[config.mk]
export PLATFORM = sky130hd
export DESIGN_NAME = midi_byte_stream_parser
export DESIGN_NICKNAME = d
export VERILOG_FILES = /design/src/rtl/mbsp_pkg.sv /design/src/rtl/midi_byte_stream_parser.sv /design/src/rtl/mbsp_ram.sv
export SDC_FILE = /design/constraint.sdc
export NUM_CORES = 1
export LEC_CHECK = 0
export ABC_AREA = 0
export BUFFER_PORTS_ARGS = -buffer_cell sky130_fd_sc_hd__buf_2
export CORE_UTILIZATION = 40
export CTS_BUF_LIST = sky130_fd_sc_hd__clkbuf_4
export DETAILED_ROUTE_END_ITERATION = 16
export GPL_TIMING_DRIVEN = 0
export PLACE_DENSITY_LB_ADDON = 0.12
export REMOVE_ABC_BUFFERS = 1
export SETUP_SLACK_MARGIN = 0.3
export SLEW_MARGIN = 5
export SYNTH_ARGS = -nofsm -noshare
export SYNTH_HDL_FRONTEND = slang
export SYNTH_SLANG_ARGS = --single-unit
[constraint.sdc]
create_clock -name clk -period 8.5 [get_ports clk]
set_clock_uncertainty 0.2 [all_clocks]
set_input_delay 1.7 -clock clk [delete_from_list [all_inputs] [get_ports clk]]
set_output_delay 1.7 -clock clk [all_outputs]
set_load 0.02 [all_outputs]
[src/rtl/mbsp_pkg.sv]
package mbsp_pkg;

  localparam logic [7:0] NO_MSG      = 8'h00;
  localparam logic [7:0] NOTE_OFF    = 8'h80;
  localparam logic [7:0] NOTE_ON     = 8'h90;
  localparam logic [7:0] POLY_PRESS  = 8'hA0;
  localparam logic [7:0] CTRL_CHANGE = 8'hB0;
  localparam logic [7:0] PROG_CHANGE = 8'hC0;
  localparam logic [7:0] CHAN_PRESS  = 8'hD0;
  localparam logic [7:0] PITCH_BEND  = 8'hE0;
  localparam logic [7:0] SYSEX_START = 8'hF0;
  localparam logic [7:0] MTC_QFRAME  = 8'hF1;
  localparam logic [7:0] SONG_POS    = 8'hF2;
  localparam logic [7:0] SONG_SEL    = 8'hF3;
  localparam logic [7:0] UNDEF_F4    = 8'hF4;
  localparam logic [7:0] UNDEF_F5    = 8'hF5;
  localparam logic [7:0] SYSEX_END   = 8'hF7;
  localparam logic [7:0] UNDEF_FD    = 8'hFD;

  localparam logic [3:0] SYS_NIBBLE  = 4'hF;
  localparam logic [4:0] RT_PREFIX   = 5'b11111;
  localparam logic [4:0] OMNI        = 5'd0;

  typedef struct packed {
    logic [7:0] msg_type;
    logic [4:0] channel;
    logic [7:0] data1;
    logic [7:0] data2;
    logic [6:0] msg_length;
    logic [7:0] sysex_byte;
    logic [5:0] sysex_position;
    logic       last;
  } msg_t;

  function automatic logic [7:0] kind_of(input logic [7:0] s);
    if (!s[7] || s == UNDEF_F4 || s == UNDEF_F5 || s == UNDEF_FD) begin
      return NO_MSG;
    end else if (s[7:4] != SYS_NIBBLE) begin
      return {s[7:4], 4'h0};
    end else begin
      return s;
    end
  endfunction

  function automatic logic is_chan(input logic [7:0] s);
    return s[7] && (s[7:4] != SYS_NIBBLE);
  endfunction

  function automatic logic is_sysex(input logic [7:0] s);
    return (s == SYSEX_START) || (s == SYSEX_END);
  endfunction

  function automatic logic is_realtime(input logic [7:0] s);
    return (s[7:3] == RT_PREFIX) && (s != UNDEF_FD);
  endfunction

  function automatic logic is_two(input logic [7:0] t);
    return (t == PROG_CHANGE) || (t == CHAN_PRESS) || (t == MTC_QFRAME) ||
           (t == SONG_SEL);
  endfunction

  function automatic logic is_three(input logic [7:0] t);
    return (t == NOTE_OFF) || (t == NOTE_ON) || (t == POLY_PRESS) ||
           (t == CTRL_CHANGE) || (t == PITCH_BEND) || (t == SONG_POS);
  endfunction

  function automatic logic [4:0] chan_of(input logic [7:0] s);
    return {1'b0, s[3:0]} + 5'd1;
  endfunction

  function automatic msg_t make_msg(input logic [7:0] t, input logic [4:0] ch,
                                    input logic [7:0] d1, input logic [7:0] d2,
                                    input logic [6:0] len);
    msg_t m;
    m.msg_type       = t;
    m.channel        = ch;
    m.data1          = d1;
    m.data2          = d2;
    m.msg_length     = len;
    m.sysex_byte     = 8'h00;
    m.sysex_position = 6'd0;
    m.last           = 1'b1;
    return m;
  endfunction

endpackage

[src/rtl/midi_byte_stream_parser.sv]
// Each taken byte waits in the input register until the parser is idle and the output
// register is free; its result is then registered. No byte is taken while one is waiting.
// A SysEx start or end byte, or overflow, streams the chunk out of the buffer RAM, one word
// per cycle when not stalled; after overflow, S_FIX0 and S_FIX1 write F7 and the carried byte.
// Synchronous reset clears pending message, running status, channel register and handshakes;
// the SysEx buffer RAM is not cleared.
module midi_byte_stream_parser #(
  parameter int SYSEX_DEPTH = 32
) (
  input  logic       clk,
  input  logic       rst,
  input  logic       rx_valid,
  output logic       rx_stall,
  input  logic [7:0] rx_byte,
  output logic       msg_valid,
  input  logic       msg_stall,
  output logic [7:0] msg_type,
  output logic [4:0] channel,
  output logic [7:0] data1,
  output logic [7:0] data2,
  output logic [6:0] msg_length,
  output logic [7:0] sysex_byte,
  output logic [5:0] sysex_position,
  output logic       last,
  input  logic       cfg_valid,
  output logic       cfg_ready,
  input  logic [4:0] cfg_data
);

  localparam int AW = $clog2(SYSEX_DEPTH);
  localparam logic [AW-1:0] LAST_IDX = AW'(SYSEX_DEPTH - 1);

  localparam logic [1:0] S_IDLE = 2'd0;
  localparam logic [1:0] S_RD   = 2'd1;
  localparam logic [1:0] S_FIX0 = 2'd2;
  localparam logic [1:0] S_FIX1 = 2'd3;

  logic [1:0]      state, state_next;
  logic            ib_valid, ib_take;
  logic [7:0]      ib_byte;
  logic [4:0]      listen_channel;
  logic [7:0]      pstat, pstat_next;
  logic [7:0]      pdata0, pdata0_next;
  logic [AW-1:0]   pidx, pidx_next;
  logic [7:0]      rs, rs_next;
  logic [7:0]      carried, carried_next;
  logic [AW-1:0]   rd_k, rd_k_next;
  logic [AW-1:0]   rd_end, rd_end_next;
  logic [7:0]      rd_lastb, rd_lastb_next;
  logic            rd_fix, rd_fix_next;
  mbsp_pkg::msg_t  msg, msg_next;
  logic            msg_load;
  logic            out_free;

  logic            ram_we, ram_re;
  logic [AW-1:0]   ram_waddr, ram_raddr;
  logic [7:0]      ram_wdata, ram_rdata;

  mbsp_ram #(
    .WIDTH(8),
    .DEPTH(SYSEX_DEPTH)
  ) u_sysex_ram (
    .clk   (clk),
    .we    (ram_we),
    .waddr (ram_waddr),
    .wdata (ram_wdata),
    .re    (ram_re),
    .raddr (ram_raddr),
    .rdata (ram_rdata)
  );

  assign rx_stall  = ib_valid;
  assign cfg_ready = 1'b1;
  assign out_free  = !msg_valid || !msg_stall;

  assign msg_type       = msg.msg_type;
  assign channel        = msg.channel;
  assign data1          = msg.data1;
  assign data2          = msg.data2;
  assign msg_length     = msg.msg_length;
  assign sysex_byte     = msg.sysex_byte;
  assign sysex_position = msg.sysex_position;
  assign last           = msg.last;

  always_comb begin
    logic [7:0] b;
    logic [7:0] t;
    logic [7:0] s;
    logic [4:0] ch;
    logic       ch_ok;
    logic       three;
    logic       chan;

    state_next    = state;
    pstat_next    = pstat;
    pdata0_next   = pdata0;
    pidx_next     = pidx;
    rs_next       = rs;
    carried_next  = carried;
    rd_k_next     = rd_k;
    rd_end_next   = rd_end;
    rd_lastb_next = rd_lastb;
    rd_fix_next   = rd_fix;
    msg_next      = msg;
    msg_load      = 1'b0;
    ib_take       = 1'b0;
    ram_we        = 1'b0;
    ram_waddr     = '0;
    ram_wdata     = 8'h00;
    ram_re        = 1'b0;
    ram_raddr     = '0;

    b     = ib_byte;
    s     = (pidx == '0) ? rs : pstat;
    t     = mbsp_pkg::kind_of(s);
    ch    = mbsp_pkg::chan_of(s);
    ch_ok = (listen_channel == mbsp_pkg::OMNI) || (listen_channel == ch);
    three = mbsp_pkg::is_three(t);
    chan  = mbsp_pkg::is_chan(s);

    unique case (state)
      S_IDLE: begin
        if (ib_valid && out_free) begin
          ib_take = 1'b1;
          if (b != mbsp_pkg::UNDEF_FD) begin
            if (pidx == '0) begin
              if (chan && !b[7]) begin
                pstat_next  = rs;
                pdata0_next = b;
                if (three) begin
                  pidx_next = AW'(2);
                end else if (ch_ok) begin
                  msg_load = 1'b1;
                  msg_next = mbsp_pkg::make_msg(t, ch, b, 8'h00, 7'd2);
                end
              end else begin
                pstat_next = b;
                if (mbsp_pkg::is_sysex(mbsp_pkg::kind_of(b))) begin
                  rs_next   = 8'h00;
                  ram_we    = 1'b1;
                  ram_waddr = '0;
                  ram_wdata = b;
                  pidx_next = AW'(1);
                end else if (mbsp_pkg::is_two(mbsp_pkg::kind_of(b)) ||
                             mbsp_pkg::is_three(mbsp_pkg::kind_of(b))) begin
                  pidx_next = AW'(1);
                end else if (mbsp_pkg::kind_of(b) != mbsp_pkg::NO_MSG) begin
                  msg_load = 1'b1;
                  msg_next = mbsp_pkg::make_msg(mbsp_pkg::kind_of(b), 5'd0, 8'h00, 8'h00,
                                                7'd1);
                end
              end
            end else if (mbsp_pkg::is_realtime(b)) begin
              msg_load = 1'b1;
              msg_next = mbsp_pkg::make_msg(b, 5'd0, 8'h00, 8'h00, 7'd1);
            end else if (mbsp_pkg::is_sysex(b)) begin
              if (mbsp_pkg::is_sysex(pstat)) begin
                rd_k_next     = '0;
                rd_end_next   = pidx;
                rd_lastb_next = b;
                rd_fix_next   = 1'b0;
                ram_re        = 1'b1;
                ram_raddr     = '0;
                pidx_next     = '0;
                rs_next       = 8'h00;
                state_next    = S_RD;
              end
            end else if (mbsp_pkg::is_sysex(pstat)) begin
              if (pidx == LAST_IDX) begin
                rd_k_next     = '0;
                rd_end_next   = LAST_IDX;
                rd_lastb_next = mbsp_pkg::SYSEX_START;
                rd_fix_next   = 1'b1;
                carried_next  = b;
                ram_re        = 1'b1;
                ram_raddr     = '0;
                pidx_next     = AW'(2);
                state_next    = S_RD;
              end else begin
                ram_we    = 1'b1;
                ram_waddr = pidx;
                ram_wdata = b;
                pidx_next = pidx + AW'(1);
              end
            end else begin
              if (pidx == AW'(1)) begin
                pdata0_next = b;
              end
              if (pidx == (three ? AW'(2) : AW'(1))) begin
                pidx_next = '0;
                rs_next   = chan ? pstat : 8'h00;
                if (!chan || ch_ok) begin
                  msg_load = 1'b1;
                  msg_next = mbsp_pkg::make_msg(t, chan ? ch : 5'd0,
                                                (pidx == AW'(1)) ? b : pdata0,
                                                three ? b : 8'h00,
                                                three ? 7'd3 : 7'd2);
                end
              end else begin
                pidx_next = pidx + AW'(1);
              end
            end
          end
        end
      end
      S_RD: begin
        if (out_free) begin
          msg_load                = 1'b1;
          msg_next.msg_type       = mbsp_pkg::SYSEX_START;
          msg_next.channel        = 5'd0;
          msg_next.data1          = 8'h00;
          msg_next.data2          = 8'h00;
          msg_next.msg_length     = 7'(rd_end) + 7'd1;
          msg_next.sysex_byte     = (rd_k == rd_end) ? rd_lastb : ram_rdata;
          msg_next.sysex_position = 6'(rd_k);
          msg_next.last           = (rd_k == rd_end);
          if (rd_k == rd_end) begin
            state_next = rd_fix ? S_FIX0 : S_IDLE;
          end else begin
            ram_re    = 1'b1;
            ram_raddr = rd_k + AW'(1);
            rd_k_next = rd_k + AW'(1);
          end
        end
      end
      S_FIX0: begin
        ram_we     = 1'b1;
        ram_waddr  = '0;
        ram_wdata  = mbsp_pkg::SYSEX_END;
        state_next = S_FIX1;
      end
      S_FIX1: begin
        ram_we     = 1'b1;
        ram_waddr  = AW'(1);
        ram_wdata  = carried;
        state_next = S_IDLE;
      end
    endcase
  end

  always_ff @(posedge clk) begin
    if (rst) begin
      state          <= S_IDLE;
      ib_valid       <= 1'b0;
      msg_valid      <= 1'b0;
      listen_channel <= mbsp_pkg::OMNI;
      pidx           <= '0;
      rs             <= 8'h00;
      rd_k           <= '0;
      rd_end         <= '0;
      rd_fix         <= 1'b0;
    end else begin
      state  <= state_next;
      pidx   <= pidx_next;
      rs     <= rs_next;
      rd_k   <= rd_k_next;
      rd_end <= rd_end_next;
      rd_fix <= rd_fix_next;
      if (rx_valid && !rx_stall) begin
        ib_valid <= 1'b1;
      end else if (ib_take) begin
        ib_valid <= 1'b0;
      end
      if (msg_load) begin
        msg_valid <= 1'b1;
      end else if (!msg_stall) begin
        msg_valid <= 1'b0;
      end
      if (cfg_valid && cfg_ready) begin
        listen_channel <= cfg_data;
      end
    end
  end

  always_ff @(posedge clk) begin
    if (rx_valid && !rx_stall) begin
      ib_byte <= rx_byte;
    end
    if (msg_load) begin
      msg <= msg_next;
    end
    pstat    <= pstat_next;
    pdata0   <= pdata0_next;
    carried  <= carried_next;
    rd_lastb <= rd_lastb_next;
  end

  a_rd_in_chunk: assert property (@(posedge clk) disable iff (rst)
    (state == S_RD) |-> (rd_k <= rd_end))
    else $error("chunk read index past chunk end");

  a_short_pending: assert property (@(posedge clk) disable iff (rst)
    (pidx != '0 && !mbsp_pkg::is_sysex(pstat)) |-> (pidx <= AW'(2)))
    else $error("non-SysEx pending index out of range");

  a_fix_after_rd: assert property (@(posedge clk) disable iff (rst)
    (state == S_FIX0) |-> ($past(state) == S_RD && $past(rd_fix)))
    else $error("buffer fixup without overflow chunk");

  a_nonlast_in_rd: assert property (@(posedge clk) disable iff (rst)
    (msg_valid && !msg.last) |-> (state == S_RD))
    else $error("non-final word outside SysEx readout");

endmodule

[src/rtl/mbsp_ram.sv]
module mbsp_ram #(
  parameter int WIDTH = 8,
  parameter int DEPTH = 32
) (
  input  logic                     clk,
  input  logic                     we,
  input  logic [$clog2(DEPTH)-1:0] waddr,
  input  logic [WIDTH-1:0]         wdata,
  input  logic                     re,
  input  logic [$clog2(DEPTH)-1:0] raddr,
  output logic [WIDTH-1:0]         rdata
);

  logic [WIDTH-1:0] mem [DEPTH];

  always_ff @(posedge clk) begin
    if (we) begin
      mem[waddr] <= wdata;
    end
  end

  always_ff @(posedge clk) begin
    if (re) begin
      rdata <= mem[raddr];
    end
  end

endmodule

# Word level (Yosys, flattened, before mapping)
# Memories as Yosys holds them, arrays and structs flattened. A register that Yosys moved wholly into a read port is not among the register bits.
# Cells that the tools add are included.
[classes]
add_sub_neg = 4
eq_ne = 69
n_mux = 171
n_bitwise = 3
n_reduce_logical = 55
[op_table]
columns = ["operator", "n"]
rows = [
  ["$mux W51", 15],
  ["$mux W8", 52],
  ["$eq A8 B8 Y1 const B", 28],
  ["$mux W5", 35],
  ["$pmux W51 S2", 1],
  ["$mux W1", 47],
  ["$ne A4 B4 Y1 const B", 11],
  ["$logic_or A1 B1 Y1", 26],
  ["$mux W2", 12],
  ["$ne A2 B2 Y1 const B", 12],
  ["$pmux W8 S3", 1],
  ["$reduce_and A7 Y1", 3],
  ["$pmux W5 S2", 2],
  ["$reduce_and A9 Y1", 2],
  ["$reduce_and A8 Y1", 2],
  ["$reduce_and A14 Y1", 1],
  ["$add A5 B1 Y5 const B", 2],
  ["$eq A5 B5 Y1", 2],
  ["$eq A5 B5 Y1 const B", 2],
  ["$logic_not A5 Y1", 2],
  ["$ne A3 B3 Y1 const B", 3],
  ["$mux W4", 2],
  ["$ne A8 B8 Y1 const B", 1],
  ["$pmux W2 S4", 1],
  ["other kinds (19)", 37],
]
[totals]
register_bits = 124
ram_bits = 256
in_bits = 18
output_inout_bits = 54
elab_cells = 325
n_memories = 1
[memory_table]
columns = ["memory", "depth", "width", "rd", "rd_ports_with_merged_regs", "write_ports", "line_no", "text"]
rows = [
  ["u_sysex_ram.mem", 32, 8, 1, 1, 1, "mbsp_ram.sv:14", "logic [WIDTH-1:0] mem [DEPTH];"],
]

# Logic depth before layout (Yosys ltp)
# Gate-level depths: netlist (run 1).
[logic_depth]
ltp_word = 42
ltp_mapped = 17
ltp_nobuf = 13

# By module
# Synthesis (run 1) repeated with hierarchy kept, for this count alone.
[unflattened]
hier_cells = 1016
hier_area_um2 = 16465.8
[by_module_without_submodules]
columns = ["mod", "n_inst", "cells_per_inst", "area_each_um2", "seq_area_each_um2"]
rows = [
  ["mbsp_ram", 1, 417, 10133.5, 7927.6],
  ["midi_byte_stream_parser", 1, 599, 6332.3, 3333.2],
]

# Least setup slack after synthesis (run 1)
# No wires, ideal clock.
[synth_timing]
path_type = "input to register"
start = "input port msg_stall"
end = "register msg, in the netlist channel[0] (enable)"
setup_ns = 0.523
arrival_ns = 5.422
t_required_ns = 7.777
setup_slack_ns = 2.354
path_stages = 2
n_path_buf = 0
path_cell_list = "a21bo_2 o21ai_0"
[synth_between]
elab_chain_len = 6
word_cells_on_any_way = 9
classes_between = "eq/ne: 2; mux: 3; reduce/logical: 4"
[synth_rtl]
columns = ["item", "line_no", "text"]
rows = [
  ["start, declared", "midi_byte_stream_parser.sv:16", "input logic msg_stall,"],
  ["$logic_not A1 Y1 *", "n/a", ""],
  ["$logic_or A1 B1 Y1 *", "midi_byte_stream_parser.sv:74", "assign out_free = !msg_valid || !msg_stall;"],
  ["$logic_and A1 B1 Y1", "midi_byte_stream_parser.sv:123", "if (ib_valid && out_free) begin"],
  ["$mux W1", "midi_byte_stream_parser.sv:123", ""],
  ["$pmux W1 S2", "midi_byte_stream_parser.sv:121", "unique case (state)"],
  ["$reduce_and A14 Y1 (no line) *", "n/a", ""],
  ["end signal, assigned", "midi_byte_stream_parser.sv:280", "msg <= msg_next;"],
  ["end, declared", "midi_byte_stream_parser.sv:51", "mbsp_pkg::msg_t msg, msg_next;"],
]
# Mark *: on every way between the ends. The rest lies on a longest branch, timed or not.
# A chain may end at the register's enable or synchronous reset.

# Worst setup path after layout (run 1)
[layout_timing]
start = "register rd_k[0]"
end = "register u_sysex_ram.rdata[6] (read register of u_sysex_ram.mem) (data pin)"
[layout_between]
elab_chain_len = 4
word_cells_on_any_way = 8
classes_between = "add/sub: 1; eq/ne: 1; mux: 6"
[layout_rtl]
columns = ["item", "line_no", "text"]
rows = [
  ["start, declared", "midi_byte_stream_parser.sv:47", "logic [AW-1:0] rd_k, rd_k_next;"],
  ["start signal, assigned", "midi_byte_stream_parser.sv:256", "rd_k <= rd_k_next;"],
  ["$add A5 B1 Y5 or $eq A5 B5 Y1 (tied branches)", "midi_byte_stream_parser.sv:221, midi_byte_stream_parser.sv:217", ""],
  ["$mux W5 or $mux W1 (tied branches)", "midi_byte_stream_parser.sv:217", "if (rd_k == rd_end) begin"],
  ["$mux W5 or $mux W1 (tied branches)", "midi_byte_stream_parser.sv:207", "if (out_free) begin"],
  ["$mux W5 or $pmux W1 S2 (tied branches)", "n/a", ""],
  ["end, declared", "mbsp_ram.sv:11", "output logic [WIDTH-1:0] rdata"],
]
# Parallel ways exist; a longest one is shown, timed or not.

==> metrics.md, run 1 <==
| Metric | Value |
|---|---|
| Pre-CTS setup slack | 2.38 ns |
| Top cells by area, synth | edfxtp_1 62%, nand2_1 4.4%, dfxtp_1 3.9%, nor2_1 2.2%, mux2i_1 2.1% |
| DP Area | around 18000 um^2 |
| Routed vias/inst | around 5.6 |
| Hold Path Class | reg2reg |
| Cell Area, Synth | around 17000 um^2 |
| Total Nets Final | between 1000 and 1500 |
| Final setup vio count | 0 |
| # Post-CTS Setup Buffers | 0 |
| Status | finished clean |
| Clk Latency, worst-skew pair | between 0.8 and 0.9 ns |
| Hold_buf cts | 0 |
| Power per Cell Area | approximately 220 nW/um^2 |
| Post-CTS sizing | 0 |
| RD Place Congestion | 0.806 |
| Max-cap viol count | 0 |
| Relative slew slack | 0.172 |
| CP endpoint | u_sysex_ram.rdata[6]$_DFFE_PP_ |
| Fill cell count | 3774 |
| Final worst slack | about 2.9 ns |
| Pin count of the biggest net entering global routing | 34 |
| Worst EP required | 8.77 ns |
| Unrepaired setup endpoints after global routing | false |
| FF-to-FF path depth | 8 |
| Final Max Tran Viols | 0 |
| Share of cells above drive strength 1 | 0.222 |
| Tot Pwr | between 4000 and 5000 uW |
| Starting density of the core | 0.405 |
| Synthesized area per cell | ~13 um^2 |
| Final min period | 5.64 ns |
| Most frequent cells in the layout | 353 x edfxtp_1, 198 x nand2_1, 162 x clkbuf_4 |
| DR pass1 iterations | 5 |
| Top FF cell, synth | edfxtp_1 |
| Layout area overhead | 15.3% |
| CTS buffer count | roughly 100 |
| DRT iter0 DRCs | 990 |
| Hold_sp | rd_fix$_SDFFE_PP0P_ |
| Clk sinks | just under 400 |
| Max clock buf depth | 3 |
| Post-route ant nets | 0 |
| Worst Setup Start Kind | register |
| Full die area | about 43000 um^2 |
| Share of flip-flops with an asynchronous set or reset | 0 |
| Clock tree from TritonCTS | built |
| R2R setup slack | 2.86 ns |
| Worst R2R End | u_sysex_ram.rdata[6]$_DFFE_PP_ |
| DRC Markers | 0 |
| Final cell count without fillers | 2071 |
| Fmax | about 180 MHz |
| Initial antenna violation count | 1 |
| R2r startpoint | rd_k[0]$_SDFFE_PP0P_ |
| P_leak | 0.00690 uW |
| Critical path class | reg2reg |
| CP Launch Point | rd_k[0]$_SDFFE_PP0P_ |
| Routed WL per cell | between 20 and 25 um |
| PortBufs | 68 |
| Synth warnings | 0 |
| GRT Total Usage | 0.216 |
| Synth Register Bits | 386 |
| Core region area | 41900 um^2 |
| Row Count | 75 |
| Register area share after synthesis | 0.663 |
| Die extent in x | around 210 um |
| Post-synth cell types | just under 80 |
| Worst setup EP type | register |
| Root Driver | clkbuf_4 |
| Top-area cell type share of the netlist area | 0.624 |
| Mapped Cells | ~1300 |
| Die span in y | roughly 210 um |
| Post-route cell area | between 15000 and 20000 um^2 |
| Post-synth EDFFs | 353 |
| Global-route wire length before repair | about 70 mm |
| Crit Path Max Fanout | 27 |
| Routed vias | ~12000 |
| Maximum vdd ir drop | just over 0.1 mV |
| Final wirelength | 46.3 mm |
| Final hold vios | 0 |
| Cell taking the most area after synthesis | edfxtp_1 |
| Grt total ovfl | 0 |
| Reg clk slew, reported paths | 0.06 ns |
| Crit path DAT | 5.90 ns |
| Htree depth | 3 |
| DP HPWL | a little over 30 mm |
| Final period util | 0.663 |
| Placed Cells | 1886 |
| I/O pin cnt | 72 |
| Vias in the first global route | roughly 12000 |
| Most common cell after layout, fill and taps aside | edfxtp_1 |
| Tightest Pin Transition | between 1 and 1.5 ns |
worst max-delay path, cell delays in order (launching register included):
cell and delay (ns):
dfxtp_2 0.59, buf_12 0.26, xnor2_1 0.16, nand3_1 0.84, o211ai_1 1.30, nand3_1 0.36
o311ai_0 0.75, a211oi_1 0.10, nor4_1 0.75
sequential cells by signal, indices dropped and copies added, names as in the netlist, 5 cells and up, named ones only:
name	count
msg_length	6
msg_type	8
channel	5
pidx	5
pdata0	8
carried	8
pstat	8
ib_byte	8
data2	8
u_sysex_ram.mem	256
rd_end	5
u_sysex_ram.rdata	8
sysex_position	5
rd_k	5
listen_channel	5
rs	8
data1	8
sysex_byte	8
rd_lastb	8
metal layers:
metal	part of all wire	global-route usage	vias to the layer above
li1	-	-	5361
met3	0.071	0.0525	80
met1	0.45	0.295	5722
met5	0	0	-
met4	0.026	0.0914	0
met2	0.46	0.330	419
synth_stat cells (all sizes together), types with 4 or more instances:
cell	instances
and2	22
a22oi	9
a221oi	25
xnor2	12
a21oi	28
nor4	6
inv	29
o21bai	9
o211ai	36
a21boi	14
a2111oi	5
nor2	102
a211oi	13
mux2i	36
nor2b	7
and3	8
nand4	4
edfxtp	353
nand2	199
o21ai	34
nand3	63
dfxtp	33
nand2b	4
buf	31
xor2	4
mux2	27
a221o	16
o221a	14
a31oi	33
clkbuf	56
ha	15
nor3	22
a22o	8
stage by stage:
stage                util  TNS, ns  hold slack, ns
floorplan               -        0           0.260
global placement    0.421   -10.95           0.276
detailed placement  0.435        0           0.315
CTS                 0.467        0           0.332
global route        0.467        0           0.349
finish              0.467        0           0.324
cell type report:
type / count / area, um^2 / share of cell area
Sequential cell: 386 / 11300 / 0.575
Clock inverter: 22 / 118 / 0.00601
Inverter: 29 / 109 / 0.00556
Multi-Input combinational cell: 839 / 5410 / 0.276
Timing Repair Buffer: 93 / 792 / 0.0404
Antenna cell: 1 / 2.50 / 0.000128
Tap cell: 539 / 674 / 0.0344
Clock buffer: 162 / 1220 / 0.0621
how the worst min path moves through the flow:
| stage | to | slack, ns | cells past startpoint |
|---|---|---|---|
| 2_1_floorplan | rd_fix$_SDFFE_PP0P_ | 0.26 | 2 |
| 3_3_place_gp | rd_fix$_SDFFE_PP0P_ | 0.28 | 2 |
| 3_5_place_dp | rd_fix$_SDFFE_PP0P_ | 0.32 | 2 |
| 4_1_cts | rd_fix$_SDFFE_PP0P_ | 0.33 | 2 |
| 5_1_grt | rd_fix$_SDFFE_PP0P_ | 0.35 | 2 |
| 6_report | rd_fix$_SDFFE_PP0P_ | 0.32 | 2 |
where the power goes:
| group | switching (uW) | internal [uW] |
|---|---|---|
| combinational | 302 | 154 |
| clock | 757 | 888 |
| sequential | 45.7 | 2130 |
cells by family (layout without fill, tap and decap cells):
group,after synthesis,after routing,share of synthesized area
simple gates,455,455,0.121
flops,386,386,0.663
compound gates,281,281,0.127
buf+inv,116,306,0.0285
mux,63,63,0.0393
xor+xnor,17,17,0.00965
fa+ha+maj,15,15,0.0111
other cells,2,9,0.000442
(Power assumes the default switching activity.)
==> inputs of run 2 (changes only) <==
==> constraint.sdc (replaced) <==
create_clock -name clk -period 5.4 [get_ports clk]
set_clock_uncertainty 0.2 [all_clocks]
set_input_delay 1.08 -clock clk [delete_from_list [all_inputs] [get_ports clk]]
set_output_delay 1.08 -clock clk [all_outputs]
set_load 0.02 [all_outputs]
==> run 2 against run 1 <==
  * Register-to-register slack lost 2.3 ns
  * Wire length is 0.18% lower
  * Utilization grew 0.11 points
  * Via count unchanged
  * Critical path type unchanged
==> metrics.md, run 2 (same netlist as run 1, synthesis figures left out) <==
| Metric | Value |
|---|---|
| Full die area | 43300 um^2 |
| Final setup vio count | 0 |
| Final wirelength | ~46 mm |
| Placed Cells | 1886 |
| Routed WL per cell | between 20 and 25 um |
| Crit path DAT | roughly 5 ns |
| GRT Total Usage | 0.217 |
| DRT iter0 DRCs | between 900 and 1000 |
| CTS buffer count | between 100 and 150 |
| Crit Path Max Fanout | 27 |
| Max FFs per register | roughly 260 |
| CP Cell Sequence | buf_12, xnor2_1, nand3_1, o21ai_2, a21oi_1, a221oi_1, a2111oi_0, nor4_1 |
| Tightest Pin Transition | 1.20 ns |
| Top delay family on crit path | compound AO/OA/AOI/OAI gates |
| Final worst slack | 0.590 ns |
| DP HPWL | approximately 30 mm |
| Vias in the first global route | 11524 |
| Pre-CTS setup slack | -0.159 ns |
| Relative slew slack | 0.199 |
| Worst Setup Start Kind | register |
| PortBufs | between 60 and 70 |
| Worst EP required | between 5 and 6 ns |
| RD Place Congestion | around 0.81 |
| Hold Path Class | in2reg |
| Hold_sp | rx_byte[6] |
| Final Max Tran Viols | 0 |
| R2R setup slack | between 0.5 and 0.6 ns |
| DR pass1 iterations | 5 |
| Layout area overhead | 15.6% |
| Total Nets Final | 1489 |
| Die span in y | around 210 um |
| Max clock buf depth | 3 |
| Root Driver | clkbuf_4 |
| Share of cells above drive strength 1 | 0.226 |
| CP max stage cell | o21ai_2 |
| P_leak | between 0.006 and 0.007 uW |
| Global-route wire length before repair | 70.4 mm |
| Htree depth | 3 |
| Fill cell count | 3776 |
| Clock tree from TritonCTS | built |
| Max-cap viol count | 0 |
| Buf+Inv Stages, Crit Path | 1 |
| Tot Pwr | between 6000 and 7000 uW |
| Most common cell after layout, fill and taps aside | edfxtp_1 |
| Initial antenna violation count | 1 |
| Reg clk slew, reported paths | ~0.060 ns |
| Starting density of the core | 0.405 |
| Grt total ovfl | 0 |
| R2r startpoint | rd_k[0]$_SDFFE_PP0P_ |
| Crit-path max cell delay | roughly 0.96 ns |
| Status | finished clean |
| Final min period | a little under 5 ns |
| Final period util | 0.891 |
| WHS Endpoint | ib_byte[6]$_DFFE_PP_ |
| Post-route ant nets | 0 |
| DRC Markers | 0 |
| Pin count of the biggest net entering global routing | 34 |
| Worst setup EP type | register |
| Final cell count without fillers | about 2100 |
| Most frequent cells in the layout | 353 x edfxtp_1, 198 x nand2_1, 162 x clkbuf_4 |
| Maximum vdd ir drop | 0.163 mV |
| Worst R2R End | u_sysex_ram.rdata[6]$_DFFE_PP_ |
| Routed vias | 11582 |
| Fmax | roughly 210 MHz |
| Hold path cells | 1 |
| Clk sinks | 386 |
| Critical path class | reg2reg |
| FF-to-FF path depth | 8 |
| Core region area | approximately 42000 um^2 |
| Row Count | 75 |
| Unrepaired setup endpoints after global routing | false |
| Clk Latency, worst-skew pair | about 0.84 ns |
| Routed vias/inst | 5.58 |
| Power per Cell Area | around 340 nW/um^2 |
| Die extent in x | 208 um |
| Final hold vios | 0 |
| Largest Register | u_sysex_ram.mem |
| I/O pin cnt | 72 |
==> run 2: cell count changes in the layout (fill, tap and decap cells not counted), sizes merged <==
cell / delta
buf: +4
==> run 2: per-stage QoR <==
| step | setup TNS (ns) | util | hold WS [ns] | cell area [um^2] |
|---|---|---|---|---|
| floorplan | -17.61 | - | 0.260 | 16600 |
| global placement | -199.23 | 0.421 | 0.276 | 17600 |
| detailed placement | -0.362 | 0.435 | 0.315 | 18200 |
| CTS | 0 | 0.467 | 0.177 | 19600 |
| global route | 0 | 0.468 | 0.197 | 19600 |
| finish | 0 | 0.468 | 0.260 | 19600 |
==> run 2: per-layer routing <==
| metal | global-route usage | vias to the layer above | share of wire | routed length, um |
|---|---|---|---|---|
| li1 | - | 5375 | - | - |
| met1 | 0.297 | 5729 | 0.45 | 20700 |
| met2 | 0.331 | 401 | 0.46 | 21200 |
| met3 | 0.0513 | 77 | 0.067 | 3120 |
| met4 | 0.0889 | 0 | 0.025 | 1160 |
| met5 | 0 | - | 0 | 0 |
==> run 2: what timing repair did <==
item                       in CTS  in global routing
pin swaps                       2                  0
setup buffers                   4                  0
hold buffers                    0                  0
gates resized for setup         2                  2
setup endpoints to repair      48                 28
==> run 2: final cells by class <==
| class | instances | area [um^2] | share of cell area |
|---|---|---|---|
| antenna | 1 | 2.50 | 0.000127 |
| clock buffer | 162 | 1220 | 0.0620 |
| clock inverter | 22 | 118 | 0.00599 |
| inverter | 29 | 109 | 0.00555 |
| multi-input combinational | 839 | 5420 | 0.276 |
| sequential | 386 | 11300 | 0.574 |
| tap | 539 | 674 | 0.0344 |
| timing repair buffer | 97 | 822 | 0.0419 |
==> run 2: power by group <==
part           switching [uW]  internal (uW)  total (uW)
sequential               72.2           3350        3420
clock                    1190           1400        2590
combinational             478            244         722
total                    1740           4990        6730
==> run 2: worst max-delay path by stage <==
stage / slack, ns / cells past startpoint / to / startpoint
after floorplan: -0.35 / 4 / channel[0]$_SDFFCE_PP0P_ / register
after global placement: -4.26 / 6 / u_sysex_ram.rdata[0]$_DFFE_PP_ / rd_k[0]$_SDFFE_PP0P_
after detailed placement: -0.16 / 8 / u_sysex_ram.rdata[6]$_DFFE_PP_ / rd_k[0]$_SDFFE_PP0P_
after CTS: 0.42 / 15 / channel[4]$_SDFFCE_PP0P_ / pidx[1]$_SDFFE_PP0P_
after global routing: 0.40 / 8 / u_sysex_ram.rdata[6]$_DFFE_PP_ / rd_k[0]$_SDFFE_PP0P_
final: 0.59 / 8 / u_sysex_ram.rdata[6]$_DFFE_PP_ / rd_k[0]$_SDFFE_PP0P_
